[src/lkc_pkg.sv]
// ----------------------------------------------------------------------------
// lkc_pkg: shared types and constants for the lru key cache tracker
// Request and result payloads, the scan record that ripples along the row of
// entry cells, and the update command broadcast to every cell.
// ----------------------------------------------------------------------------
package lkc_pkg;

  // default geometry
  localparam int DEF_ENTRIES  = 16;
  localparam int DEF_KEY_BITS = 32;

  // widest record fields (ENTRIES up to 64, KEY_BITS up to 63 plus side bit)
  localparam int IDX_MAX_W = 6;
  localparam int TAG_MAX_W = 64;

  // fixed payload widths
  localparam int KEY_W  = 32;
  localparam int SLOT_W = 4;
  localparam int CAP_W  = 5;

  localparam logic [CAP_W-1:0] CAP_RESET = 5'd16;

  // cell update operations
  localparam logic [1:0] OP_NONE = 2'd0;
  localparam logic [1:0] OP_HIT  = 2'd1;
  localparam logic [1:0] OP_MISS = 2'd2;

  typedef struct packed {
    logic [KEY_W-1:0] key_value;
    logic             side;
  } req_t;

  typedef struct packed {
    logic              hit;
    logic [SLOT_W-1:0] slot;
    logic              evicted;
    logic [KEY_W-1:0]  evicted_key;
    logic              evicted_side;
  } rsp_t;

  // running result of one pass along the cell row
  typedef struct packed {
    logic                 valid;
    logic                 hit_found;
    logic [IDX_MAX_W-1:0] hit_idx;
    logic [IDX_MAX_W-1:0] hit_age;
    logic                 free_found;
    logic [IDX_MAX_W-1:0] free_idx;
    logic                 old_found;
    logic [IDX_MAX_W-1:0] old_idx;
    logic [IDX_MAX_W-1:0] old_age;
    logic [TAG_MAX_W-1:0] old_tag;
    logic                 old2_found;
    logic [IDX_MAX_W-1:0] old2_idx;
    logic [IDX_MAX_W-1:0] old2_age;
    logic [TAG_MAX_W-1:0] old2_tag;
  } scan_rec_t;

  // update broadcast to all cells; tag also serves as the search tag
  typedef struct packed {
    logic [1:0]           op;
    logic [IDX_MAX_W-1:0] slot;
    logic [IDX_MAX_W-1:0] ref_age;
    logic                 evict_en;
    logic [IDX_MAX_W-1:0] evict_idx;
    logic [TAG_MAX_W-1:0] tag;
  } cell_cmd_t;

endpackage

[src/lkc_cell.sv]
// ----------------------------------------------------------------------------
// lkc_cell: one entry of the lru tag store
// Holds valid, tag and age of one entry. Folds its entry into the scan record
// handed from the previous cell and registers it for the next one, and applies
// the broadcast hit or miss update to its own age and tag.
// ----------------------------------------------------------------------------
module lkc_cell #(
  parameter int ENTRIES  = lkc_pkg::DEF_ENTRIES,
  parameter int KEY_BITS = lkc_pkg::DEF_KEY_BITS,
  parameter int INDEX    = 0
) (
  input  logic                clk,
  input  logic                rst,
  input  lkc_pkg::scan_rec_t  rec_in,
  output lkc_pkg::scan_rec_t  rec_out,
  input  lkc_pkg::cell_cmd_t  cmd
);

  localparam int IDX_W = (ENTRIES > 1) ? $clog2(ENTRIES) : 1;
  localparam int TAG_W = KEY_BITS + 1;

  logic             valid;
  logic [IDX_W-1:0] age;
  logic [TAG_W-1:0] key;

  logic [lkc_pkg::IDX_MAX_W-1:0] my_idx;
  logic [lkc_pkg::IDX_MAX_W-1:0] my_age;
  logic [lkc_pkg::TAG_MAX_W-1:0] my_tag;
  logic                          match;
  logic                          is_slot;
  logic                          is_victim;
  lkc_pkg::scan_rec_t            rec_next;

  assign my_idx    = lkc_pkg::IDX_MAX_W'(INDEX);
  assign my_age    = lkc_pkg::IDX_MAX_W'(age);
  assign my_tag    = lkc_pkg::TAG_MAX_W'(key);
  assign match     = valid && (key == cmd.tag[TAG_W-1:0]);
  assign is_slot   = (cmd.slot[IDX_W-1:0] == IDX_W'(INDEX));
  assign is_victim = cmd.evict_en && (cmd.evict_idx[IDX_W-1:0] == IDX_W'(INDEX));

  // fold this entry into the passing record
  always_comb begin
    rec_next = rec_in;
    if (match && !rec_in.hit_found) begin
      rec_next.hit_found = 1'b1;
      rec_next.hit_idx   = my_idx;
      rec_next.hit_age   = my_age;
    end
    if (!valid && !rec_in.free_found) begin
      rec_next.free_found = 1'b1;
      rec_next.free_idx   = my_idx;
    end
    if (valid) begin
      if (!rec_in.old_found || (my_age > rec_in.old_age)) begin
        rec_next.old2_found = rec_in.old_found;
        rec_next.old2_idx   = rec_in.old_idx;
        rec_next.old2_age   = rec_in.old_age;
        rec_next.old2_tag   = rec_in.old_tag;
        rec_next.old_found  = 1'b1;
        rec_next.old_idx    = my_idx;
        rec_next.old_age    = my_age;
        rec_next.old_tag    = my_tag;
      end else if (!rec_in.old2_found || (my_age > rec_in.old2_age)) begin
        rec_next.old2_found = 1'b1;
        rec_next.old2_idx   = my_idx;
        rec_next.old2_age   = my_age;
        rec_next.old2_tag   = my_tag;
      end
    end
  end

  // hand the record to the neighbor
  always_ff @(posedge clk) begin
    if (rst) begin
      rec_out <= '0;
    end else begin
      rec_out <= rec_next;
    end
  end

  // entry valid and age
  always_ff @(posedge clk) begin
    if (rst) begin
      valid <= 1'b0;
      age   <= '0;
    end else begin
      case (cmd.op)
        lkc_pkg::OP_HIT: begin
          if (is_victim) begin
            valid <= 1'b0;
            age   <= '0;
          end else if (is_slot) begin
            age <= '0;
          end else if (valid && (age < cmd.ref_age[IDX_W-1:0])) begin
            age <= age + 1'b1;
          end
        end
        lkc_pkg::OP_MISS: begin
          if (is_slot) begin
            valid <= 1'b1;
            age   <= '0;
          end else if (valid) begin
            age <= age + 1'b1;
          end
        end
        default: begin
        end
      endcase
    end
  end

  // entry tag
  always_ff @(posedge clk) begin
    if ((cmd.op == lkc_pkg::OP_MISS) && is_slot) begin
      key <= cmd.tag[TAG_W-1:0];
    end
  end

endmodule

[src/lru_key_cache_tracker.sv]
// ----------------------------------------------------------------------------
// lru_key_cache_tracker: fully associative lru tag store
// A row of entry cells is searched by a record that moves one cell per cycle;
// the controller then decides hit, insert or evict and broadcasts one update.
//
//   channel   ports                      transfer
//   request   start, busy, req           start high while busy low
//   result    done, rsp                  done high, one cycle, no stall
//   config    cfg_wr_en, cfg_wr_data     cfg_wr_en high
//
// An item passes through the launch register, the search along the cell row
// and the update; busy stays high throughout, so a new request is taken only
// once the last one is through. The result is on the ports in the cycle where
// busy falls.
// Reset clears all entries at once and sets capacity to 16; no clearing pass.
// done is high for one cycle since the receiver cannot stall; rsp is held.
// ----------------------------------------------------------------------------
module lru_key_cache_tracker #(
  parameter int ENTRIES  = lkc_pkg::DEF_ENTRIES,
  parameter int KEY_BITS = lkc_pkg::DEF_KEY_BITS
) (
  input  logic                      clk,
  input  logic                      rst,
  input  logic                      start,
  output logic                      busy,
  input  lkc_pkg::req_t             req,
  output logic                      done,
  output lkc_pkg::rsp_t             rsp,
  input  logic                      cfg_wr_en,
  input  logic [lkc_pkg::CAP_W-1:0] cfg_wr_data
);

  localparam int IDX_W = (ENTRIES > 1) ? $clog2(ENTRIES) : 1;
  localparam int CNT_W = $clog2(ENTRIES + 1);
  localparam int TAG_W = KEY_BITS + 1;
  localparam int CMP_W = (CNT_W > lkc_pkg::CAP_W) ? CNT_W : lkc_pkg::CAP_W;

  localparam logic ST_IDLE = 1'b0;
  localparam logic ST_SCAN = 1'b1;

  logic                      state;
  logic                      launch;
  logic [TAG_W-1:0]          tag;
  logic [CNT_W-1:0]          count;
  logic [CNT_W-1:0]          count_next;
  logic [lkc_pkg::CAP_W-1:0] capacity;
  lkc_pkg::rsp_t             rsp_next;
  lkc_pkg::cell_cmd_t        cmd;
  lkc_pkg::scan_rec_t        scan_chain [ENTRIES+1];
  lkc_pkg::scan_rec_t        fin;

  logic                      accept;
  logic [KEY_BITS+31:0]      key_wide;
  logic [CMP_W-1:0]          cap_ext;
  logic [CMP_W-1:0]          cnt_ext;
  logic [CMP_W-1:0]          eff_cap;
  logic [IDX_W-1:0]          slot_idx;
  logic [IDX_W+3:0]          slot_wide;
  logic [TAG_W-1:0]          ev_tag;
  logic [KEY_BITS+31:0]      ev_wide;
  logic                      ev;

  assign accept   = start && (state == ST_IDLE);
  assign busy     = (state != ST_IDLE);
  assign key_wide = {{KEY_BITS{1'b0}}, req.key_value};
  assign fin      = scan_chain[ENTRIES];

  // control state
  always_ff @(posedge clk) begin
    if (rst) begin
      state  <= ST_IDLE;
      launch <= 1'b0;
      done   <= 1'b0;
      count  <= '0;
    end else begin
      launch <= accept;
      done   <= fin.valid;
      if (accept) begin
        state <= ST_SCAN;
      end else if (fin.valid) begin
        state <= ST_IDLE;
        count <= count_next;
      end
    end
  end

  // request tag, side above key
  always_ff @(posedge clk) begin
    if (accept) begin
      tag <= {req.side, key_wide[KEY_BITS-1:0]};
    end
  end

  // capacity register
  always_ff @(posedge clk) begin
    if (rst) begin
      capacity <= lkc_pkg::CAP_RESET;
    end else if (cfg_wr_en) begin
      capacity <= cfg_wr_data;
    end
  end

  // effective capacity clamped to 1..ENTRIES
  always_comb begin
    cap_ext = CMP_W'(capacity);
    cnt_ext = CMP_W'(count);
    if (cap_ext == '0) begin
      eff_cap = CMP_W'(1);
    end else if (cap_ext > CMP_W'(ENTRIES)) begin
      eff_cap = CMP_W'(ENTRIES);
    end else begin
      eff_cap = cap_ext;
    end
  end

  // search record entering the first cell
  always_comb begin
    scan_chain[0]       = '0;
    scan_chain[0].valid = launch;
  end

  // row of entry cells
  for (genvar i = 0; i < ENTRIES; i++) begin : g_cell
    lkc_cell #(
      .ENTRIES  (ENTRIES),
      .KEY_BITS (KEY_BITS),
      .INDEX    (i)
    ) u_cell (
      .clk     (clk),
      .rst     (rst),
      .rec_in  (scan_chain[i]),
      .rec_out (scan_chain[i+1]),
      .cmd     (cmd)
    );
  end

  // decide hit, insert or eviction from the finished record
  always_comb begin
    cmd           = '0;
    cmd.op        = lkc_pkg::OP_NONE;
    cmd.tag       = lkc_pkg::TAG_MAX_W'(tag);
    count_next    = count;
    slot_idx      = '0;
    ev            = 1'b0;
    ev_tag        = '0;
    rsp_next      = '0;
    if (fin.valid) begin
      if (fin.hit_found) begin
        cmd.op        = lkc_pkg::OP_HIT;
        cmd.ref_age   = fin.hit_age;
        slot_idx      = fin.hit_idx[IDX_W-1:0];
        rsp_next.hit  = 1'b1;
        if (cnt_ext > eff_cap) begin
          // oldest after the update: the runner-up when the hit was the oldest
          if (fin.old_idx == fin.hit_idx) begin
            if (fin.old2_found) begin
              ev            = 1'b1;
              cmd.evict_idx = fin.old2_idx;
              ev_tag        = fin.old2_tag[TAG_W-1:0];
            end
          end else if (fin.old_found) begin
            ev            = 1'b1;
            cmd.evict_idx = fin.old_idx;
            ev_tag        = fin.old_tag[TAG_W-1:0];
          end
          if (ev) begin
            cmd.evict_en = 1'b1;
            count_next   = count - CNT_W'(1);
          end
        end
      end else begin
        cmd.op = lkc_pkg::OP_MISS;
        if ((cnt_ext < eff_cap) && fin.free_found) begin
          slot_idx   = fin.free_idx[IDX_W-1:0];
          count_next = count + CNT_W'(1);
        end else if (fin.old_found) begin
          slot_idx = fin.old_idx[IDX_W-1:0];
          ev       = 1'b1;
          ev_tag   = fin.old_tag[TAG_W-1:0];
        end else begin
          slot_idx   = '0;
          count_next = count + CNT_W'(1);
        end
      end
      cmd.slot              = lkc_pkg::IDX_MAX_W'(slot_idx);
      rsp_next.slot         = slot_wide[3:0];
      rsp_next.evicted      = ev;
      rsp_next.evicted_key  = ev_wide[31:0];
      rsp_next.evicted_side = ev_tag[KEY_BITS];
    end
  end

  assign slot_wide = {4'b0000, slot_idx};
  assign ev_wide   = {32'h0000_0000, ev_tag[KEY_BITS-1:0]};

  // result register
  always_ff @(posedge clk) begin
    if (fin.valid) begin
      rsp <= rsp_next;
    end
  end

  // a result only ends a search
  a_done_after_scan: assert property (@(posedge clk) disable iff (rst)
    done |-> $past(state) == ST_SCAN)
    else $error("result without a search in progress");

  // results never come back to back
  a_done_single: assert property (@(posedge clk) disable iff (rst)
    done |=> !done)
    else $error("two results for one request");

  // a hit never evicts its own entry
  a_evict_not_hit: assert property (@(posedge clk) disable iff (rst)
    cmd.evict_en |-> (cmd.evict_idx != cmd.slot))
    else $error("eviction targets the entry that hit");

  // entry count stays within the store
  a_count_range: assert property (@(posedge clk) disable iff (rst)
    CMP_W'(count) <= CMP_W'(ENTRIES))
    else $error("entry count beyond store size");

  // search record only arrives while a search runs
  a_fin_in_scan: assert property (@(posedge clk) disable iff (rst)
    fin.valid |-> (state == ST_SCAN) && !launch)
    else $error("search record outside a search");

endmodule

[config.mk]
export PLATFORM = sky130hd
export DESIGN_NAME = lru_key_cache_tracker
export DESIGN_NICKNAME = d
export VERILOG_FILES = /design/src/lkc_pkg.sv /design/src/lkc_cell.sv /design/src/lru_key_cache_tracker.sv
export SDC_FILE = /design/constraint.sdc
export NUM_CORES = 2
export LEC_CHECK = 0
export BUFFER_PORTS_ARGS = -buffer_cell sky130_fd_sc_hd__buf_2
export CAP_MARGIN = 20
export CORE_MARGIN = 4
export CORE_UTILIZATION = 50
export CTS_BUF_LIST = sky130_fd_sc_hd__clkbuf_8 sky130_fd_sc_hd__clkbuf_16
export CTS_CLUSTER_DIAMETER = 50
export CTS_CLUSTER_SIZE = 14
export DETAILED_ROUTE_END_ITERATION = 7
export GPL_TIMING_DRIVEN = 0
export PLACE_DENSITY = 0.7
export SYNTH_ARGS = -nofsm -noshare
export SYNTH_HDL_FRONTEND = slang
export SYNTH_SLANG_ARGS = --single-unit
[constraint.sdc]
create_clock -name clk -period 7.35 [get_ports clk]
set_clock_uncertainty 0.15 [all_clocks]
set_input_delay 0.3675 -clock clk [delete_from_list [all_inputs] [get_ports clk]]
set_output_delay 0.3675 -clock clk [all_outputs]
set_load 0.1 [all_outputs]
Word-level counts from Yosys, hierarchy flattened

Index checks and enable logic that the tools add are counted.

Flip-flop bits (word level): 3417
Bits of input ports: 42
Output and inout bits: 41
Word-level logic and storage cells: 1058

$add $sub $neg: 18
$lt $le $gt $ge: 49
Equal/unequal tests: 116
Muxes and demuxes: 273
Bitwise logic cells: 4
Reductions and logical operators: 270

Operators with widths:

| kind                                                                     | count |
|---|---|
| 77-bit 2-to-1 mux                                                        | 45 |
| 154-bit 2-to-1 mux                                                       | 16 |
| 33-bit == test                                                           | 16 |
| 4-bit 2-to-1 mux                                                         | 83 |
| 13-bit 2-to-1 mux                                                        | 17 |
| 33-bit 2-to-1 mux                                                        | 6 |
| 4-bit by 6-bit greater-than comparator with 1-bit output                 | 30 |
| 4-bit case mux with 2 select lines                                       | 16 |
| 7-bit 2-to-1 mux                                                         | 17 |
| 1-bit logical AND                                                        | 96 |
| 3-bit AND reduction                                                      | 32 |
| 1-bit zero test                                                          | 75 |
| 4-bit by 1-bit adder with 4-bit output (second input constant)           | 16 |
| 4-bit == test (second input constant)                                    | 16 |
| 4-bit < comparator                                                       | 16 |
| 2-bit by 1-bit inequality test with 1-bit output (second input constant) | 32 |
| 4-bit by 1-bit inequality test with 1-bit output (second input constant) | 16 |
| 2-bit OR reduction                                                       | 31 |
| 3-bit by 1-bit inequality test with 1-bit output (second input constant) | 16 |
| 1-bit 2-to-1 mux                                                         | 45 |
| 5-bit 2-to-1 mux                                                         | 7 |
| 4-bit by 3-bit == test with 1-bit output (second input constant)         | 8 |
| 1-bit case mux with 2 select lines                                       | 16 |
| 1-bit logical OR                                                         | 30 |
| other kinds (20)                                                         | 32 |

Longest topological paths before layout

Word-level depth: 17
Gate-level depth with buffers: 13
Mapped depth without buffers: 11

Modules after synthesis

A second synthesis with hierarchy kept.

Cells, all modules: 12508
Area, all modules: 131082.0 um^2

Modules (own cells, without submodules):

| module                           | times used | cells each | area each (um^2) | seq. area each (um^2) |
|---|---|---|---|---|
| lkc_cell (g_cell[1].u_cell ...)  | 2          | 797        | 8179.1           | 4594.4 |
| lkc_cell (g_cell[4].u_cell ...)  | 2          | 797        | 8171.6           | 4594.4 |
| lkc_cell (g_cell[5].u_cell ...)  | 2          | 740        | 7775.0           | 4594.4 |
| lkc_cell (g_cell[13].u_cell ...) | 2          | 742        | 7764.9           | 4594.4 |
| lkc_cell (g_cell[10].u_cell)     | 1          | 779        | 8289.2           | 4594.4 |
| lkc_cell (g_cell[15].u_cell)     | 1          | 780        | 8180.3           | 4594.4 |
| lkc_cell (g_cell[11].u_cell)     | 1          | 766        | 8120.3           | 4594.4 |
| lkc_cell (g_cell[0].u_cell)      | 1          | 784        | 7842.5           | 4594.4 |
| lkc_cell (g_cell[12].u_cell)     | 1          | 741        | 7803.7           | 4594.4 |
| lkc_cell (g_cell[3].u_cell)      | 1          | 742        | 7798.7           | 4594.4 |
| lkc_cell (g_cell[9].u_cell)      | 1          | 740        | 7759.9           | 4594.4 |
| lkc_cell (g_cell[7].u_cell)      | 1          | 744        | 7743.7           | 4594.4 |
| lru_key_cache_tracker            | 1          | 280        | 3762.4           | 2422.3 |

Least setup slack after synthesis

Ideal clock, no wire load.

Path type: reg2reg
From: register g_cell[15].u_cell.rec_out[174] (netlist name)
To: register g_cell[1].u_cell.key[0], enable pin
Setup time: 0.509 ns
Data arrival time: 5.434 ns
Required time: 6.691 ns
Setup slack: 1.257 ns
Cell stages (with the launch flop): 7
Buffers on the path: 2
Clock period less this slack: 6.093 ns
Cells stage by stage: dfxtp_1 buf_4 clkinv_1 nor2_1 clkbuf_1 nand2_1 nor4_1

Longest elaborated chain between the ends: 3
Elaborated cells on any way between the ends: 4
Those cells by class: eq/ne (2); mux (1); reduce/logical (1)

RTL lines:

| element                                                                          | line                            | text |
|---|---|---|
| start, declared                                                                  | lkc_cell.sv:15                  | `output lkc_pkg::scan_rec_t rec_out,` |
| start signal, assigned                                                           | lkc_cell.sv:77                  | `rec_out <= rec_next;` |
| 21-bit 2-to-1 mux (*)                                                            | lru_key_cache_tracker.sv:147    | `if (fin.valid) begin` |
| 4-bit by 1-bit == test with 1-bit output / 2-bit == test (equally long branches) | lkc_cell.sv:38, lkc_cell.sv:114 |  |
| 1-bit logical AND (*)                                                            | lkc_cell.sv:114                 | `if ((cmd.op == lkc_pkg::OP_MISS) && is_slot) begin` |
| end signal, assigned                                                             | lkc_cell.sv:115                 | `key <= cmd.tag[TAG_W-1:0];` |
| end, declared                                                                    | lkc_cell.sv:24                  | `logic [TAG_W-1:0] key;` |

Mark *: on every way between the ends. The rest lies on a longest branch, timed or not.
A chain may end at the register's enable or synchronous reset.

Worst setup path in the final report

From: register tag[6]
To: register g_cell[11].u_cell.rec_out[170] (netlist name)

Longest elaborated chain between the ends: 4

RTL lines:

| element                | line                        | text |
|---|---|---|
| start, declared        | lru_key_cache_tracker.sv:43 | `logic [TAG_W-1:0] tag;` |
| start signal, assigned | lru_key_cache_tracker.sv:90 | `tag <= {req.side, key_wide[KEY_BITS-1:0]};` |
| 33-bit == test         | lkc_cell.sv:37              | `assign match = valid && (key == cmd.tag[TAG_W-1:0]);` |
| 1-bit logical AND      | lkc_cell.sv:37              |  |
| 1-bit logical AND      | lkc_cell.sv:44              | `if (match && !rec_in.hit_found) begin` |
| 13-bit 2-to-1 mux      | lkc_cell.sv:44              |  |
| end signal, assigned   | lkc_cell.sv:77              |  |
| end, declared          | lkc_cell.sv:15              |  |

No other way between the ends.

==> impl_results.md <==
* Syn_area_per_cell at 10.0 um2
* PortBufs at 81
* Crit path time final at 5950 ps
* Clk pwr share at 43.9%
* DR vias/cell at 6.39
* Largest net degree at the start of global routing at 35
* Synthesized net count at 8,878
* DR WL/cell at 33.1 um
* Hold Vio Cnt, Final at 0
* Max Cap Viol at 0
* Status: finished, violations left
* Asr flop ratio synth at 0%
* Total core area at 172,000 um2
* Final period util at 81.0%
* Worst min path class: input pin to register
* Net Sw Frac at 23.9%
* Max Slew Vio Count at 0
* Initial antenna violation count at 30
* Horiz. Die Dim at 425 um
* Drt first pass iters at 8
* Synthesized cell area at 86,800 um2
* Area delta synth->final at 14.6%
* Setup_tns at 0 ps
* Placed cell area at 92,200 um2
* Worst EP arrival at 6500 ps
* Clk sinks at 2,171
* Top Ports at 83
* Static Leak at 33.3 nW
* RSZ-0062 raised after global routing: no
* Gate Count Post-Synth at 8,647
* Largest delay share family, worst path: buffers and inverters
* H-tree Lvls at 4
* CTS tree: yes
* Failing checks: design-rule violations
* Part of the power in registers at 51.1%
* Antenna Violating Nets Remaining at 0
* # DRC at 1
* Post-synth EDFFs at 600
* Dominant synthesized flop cell: dfxtp_1
* Crit Path Category: register to register
* Root Driver: clkbuf_16
* Layout Cells excl Fill at 11.6k
* Die Height at 425 um
* CP max-delay cell: edfxtp_1
* Sequential share of the synthesized area at 57.0%
* Post-CTS Setup Bufs at 0
* Max Fclk at 168 MHz
* Die area at 180,000 um2
* Cell Rows at 152
* First-pass GRT wire length at 528,000 um
* Pint at 0.0185 W
* Fillcell total at 14.7k
* Crit path required time at 7890 ps
* Finished layout cell area at 99,500 um2
* Critical Path End Type: register
* Yosys Warn Count at 0
* Initial cell density of the core at 50.4%
* Share of cells above drive strength 1 at 7.38%
* Post-Route WL at 384,000 um
* Gr ovfl total at 0
* Total GRT Usage at 41.3%
* Nets at 9,327
* CTS Buffer Depth at 3
* Skew-Pair Late Insertion Delay at 880 ps
* CP max stage delay at 1010 ps
* Switching Power at 0.00581 W
* Pre-CTS WS at 1790 ps
* Yosys cell types at 95
* Final GP Congestion at 1.08
* Final setup margin at 1400 ps
* Critical Path Fanout Max at 10
* Vias in the first global route at 70.3k
* Power, Total at 0.0243 W
* First DRT Iteration DRCs at 11.4k
* Buf/Inv on CP at 3
* Critical path cell sequence: buf_16 > clkbuf_2 > buf_2 > xnor2_1 > nand4_1 > nor4_1 > nand4_1 > a21oi_1
* Worst-Margin Slew at 1310 ps
* Combinational power share at 5.0%
* P per Cell Area at 244 nW/um2
* Synth Register Bits at 2,171
* Via count at 74.1k
* Setup violators final at 0
* Startpoint Class: register
* Dpl hpwl at 290,000 um
* Cell count after placement at 11.1k
* Worst slew margin relative to its limit at 12.9%
* TritonCTS buffer count at 203
* Worst VDD drop at 0.253 mV
* CP dominant cell by count: nand4_1
* Clk slew on worst S/H paths at 70 ps
-- metal layers --
metal  vias to the layer above  wire length [um]  global-route usage [%]  share of wire (%)
li1                      31600                 -                       -                  -
met1                     35300            132000                    47.9                 34
met2                      5602            163000                    62.2                 43
met3                      1564             47500                    12.9                 12
met4                        12             40500                    35.4                 11
met5                         -                86                       0              0.022
-- stage by stage --
| stage | util, % | hold slack, ps |
|---|---|---|
| 6_report | 57.8 | 54.7 |
| 5_1_grt | 57.8 | 57.9 |
| 4_1_cts | 57.7 | 21.1 |
| 3_5_place_dp | 53.6 | 261 |
| 3_3_place_gp | 52.4 | 263 |
| 2_1_floorplan | - | 243 |
-- cell families after synthesis --
group	synth area share, %
AO/OA/AOI/OAI	16.7
XOR/XNOR	5.26
adder cells (fa/ha/maj)	2.73
buffers and inverters	4.39
flip-flops	57.0
multiplexers	1.49
AND/OR/NAND/NOR	12.5
-- cell usage in the layout (no fill, tap or decap), types with 41 or more instances in the layout --
master,Yosys,layout
clkbuf_1,512,497
and3_1,59,58
xnor2_1,437,437
o22ai_1,422,422
edfxtp_1,600,600
buf_2,67,151
clkbuf_16,0,217
nand2_1,1214,1214
a221oi_1,187,187
buf_16,0,41
inv_1,378,439
ha_1,188,188
nor2b_1,63,63
o21a_1,108,108
and2_1,133,132
a21oi_1,818,818
o21ai_0,202,202
a211oi_1,117,117
dlygate4sd3_1,0,44
xor2_1,79,79
nand4_1,169,169
nand3_1,54,54
a221o_1,85,85
nor3_1,71,67
dfxtp_1,1571,1570
a22o_1,48,48
mux2i_1,120,120
nor2_1,501,495
-- state kept, by name, summed over array words and instances (netlist names) --
register,flops
g_cell.u_cell.rec_out,1478
g_cell.u_cell.key,528
g_cell.u_cell.age,64
rsp,39
tag,33
g_cell.u_cell.valid,16
cap_ext,5
cnt_ext,5
busy,1
done,1
launch,1
-- Yosys cell counts (117+ instances only) --
cell type	count	area, um2
a221oi_1	187	1640
xnor2_1	437	3830
clkbuf_1	512	1920
ha_1	188	2350
inv_1	378	1420
mux2i_1	120	1200
o21ai_0	202	1010
and2_1	133	832
nand4_1	169	1060
nor2_1	501	1880
o22ai_1	422	2640
nand2_1	1214	4560
a21oi_1	818	4090
dfxtp_1	1571	31500
edfxtp_1	600	18000
a211oi_1	117	878
-- path summary, 6_finish.rpt --
kind / depth (start not counted) / from / to / slack, ps
worst max register to register: 8 / tag[6] / g_cell[11].u_cell.rec_out[170] / 1400
worst min-delay path: 2 / req[13] / tag[12] / 50
worst max-delay path: 8 / tag[6] / g_cell[11].u_cell.rec_out[170] / 1400
worst min register to register: 1 / g_cell[0].u_cell.rec_out[160] / g_cell[1].u_cell.rec_out[154] / 260
-- power by group through the flow --
stage               Sequential [W]  Clock [W]  Combinational [W]
floorplan                   0.0126          0           0.000439
global placement            0.0128          0           0.000893
detailed placement          0.0127          0            0.00110
CTS                         0.0124     0.0106            0.00112
global route                0.0124     0.0111            0.00120
finish                      0.0124     0.0107            0.00122
-- layout make-up --
class                           count  area (um2)  share of cell area [%]
Tap cell                         2310        2890                    2.90
Timing Repair Buffer              244        2930                    2.94
Antenna cell                       32        80.1                  0.0805
Buffer                            606        2390                    2.40
Clock inverter                    137        1040                    1.04
Clock buffer                      231        5620                    5.65
Inverter                          384        1440                    1.45
Multi-Input combinational cell   5486       33600                    33.8
Sequential cell                  2171       49500                    49.7
-- repair_timing --
item,in CTS,in global routing
hold endpoints to repair,38,0
gates resized for setup,0,0
hold buffers,44,0
Power figures use the tool's default switching activity.
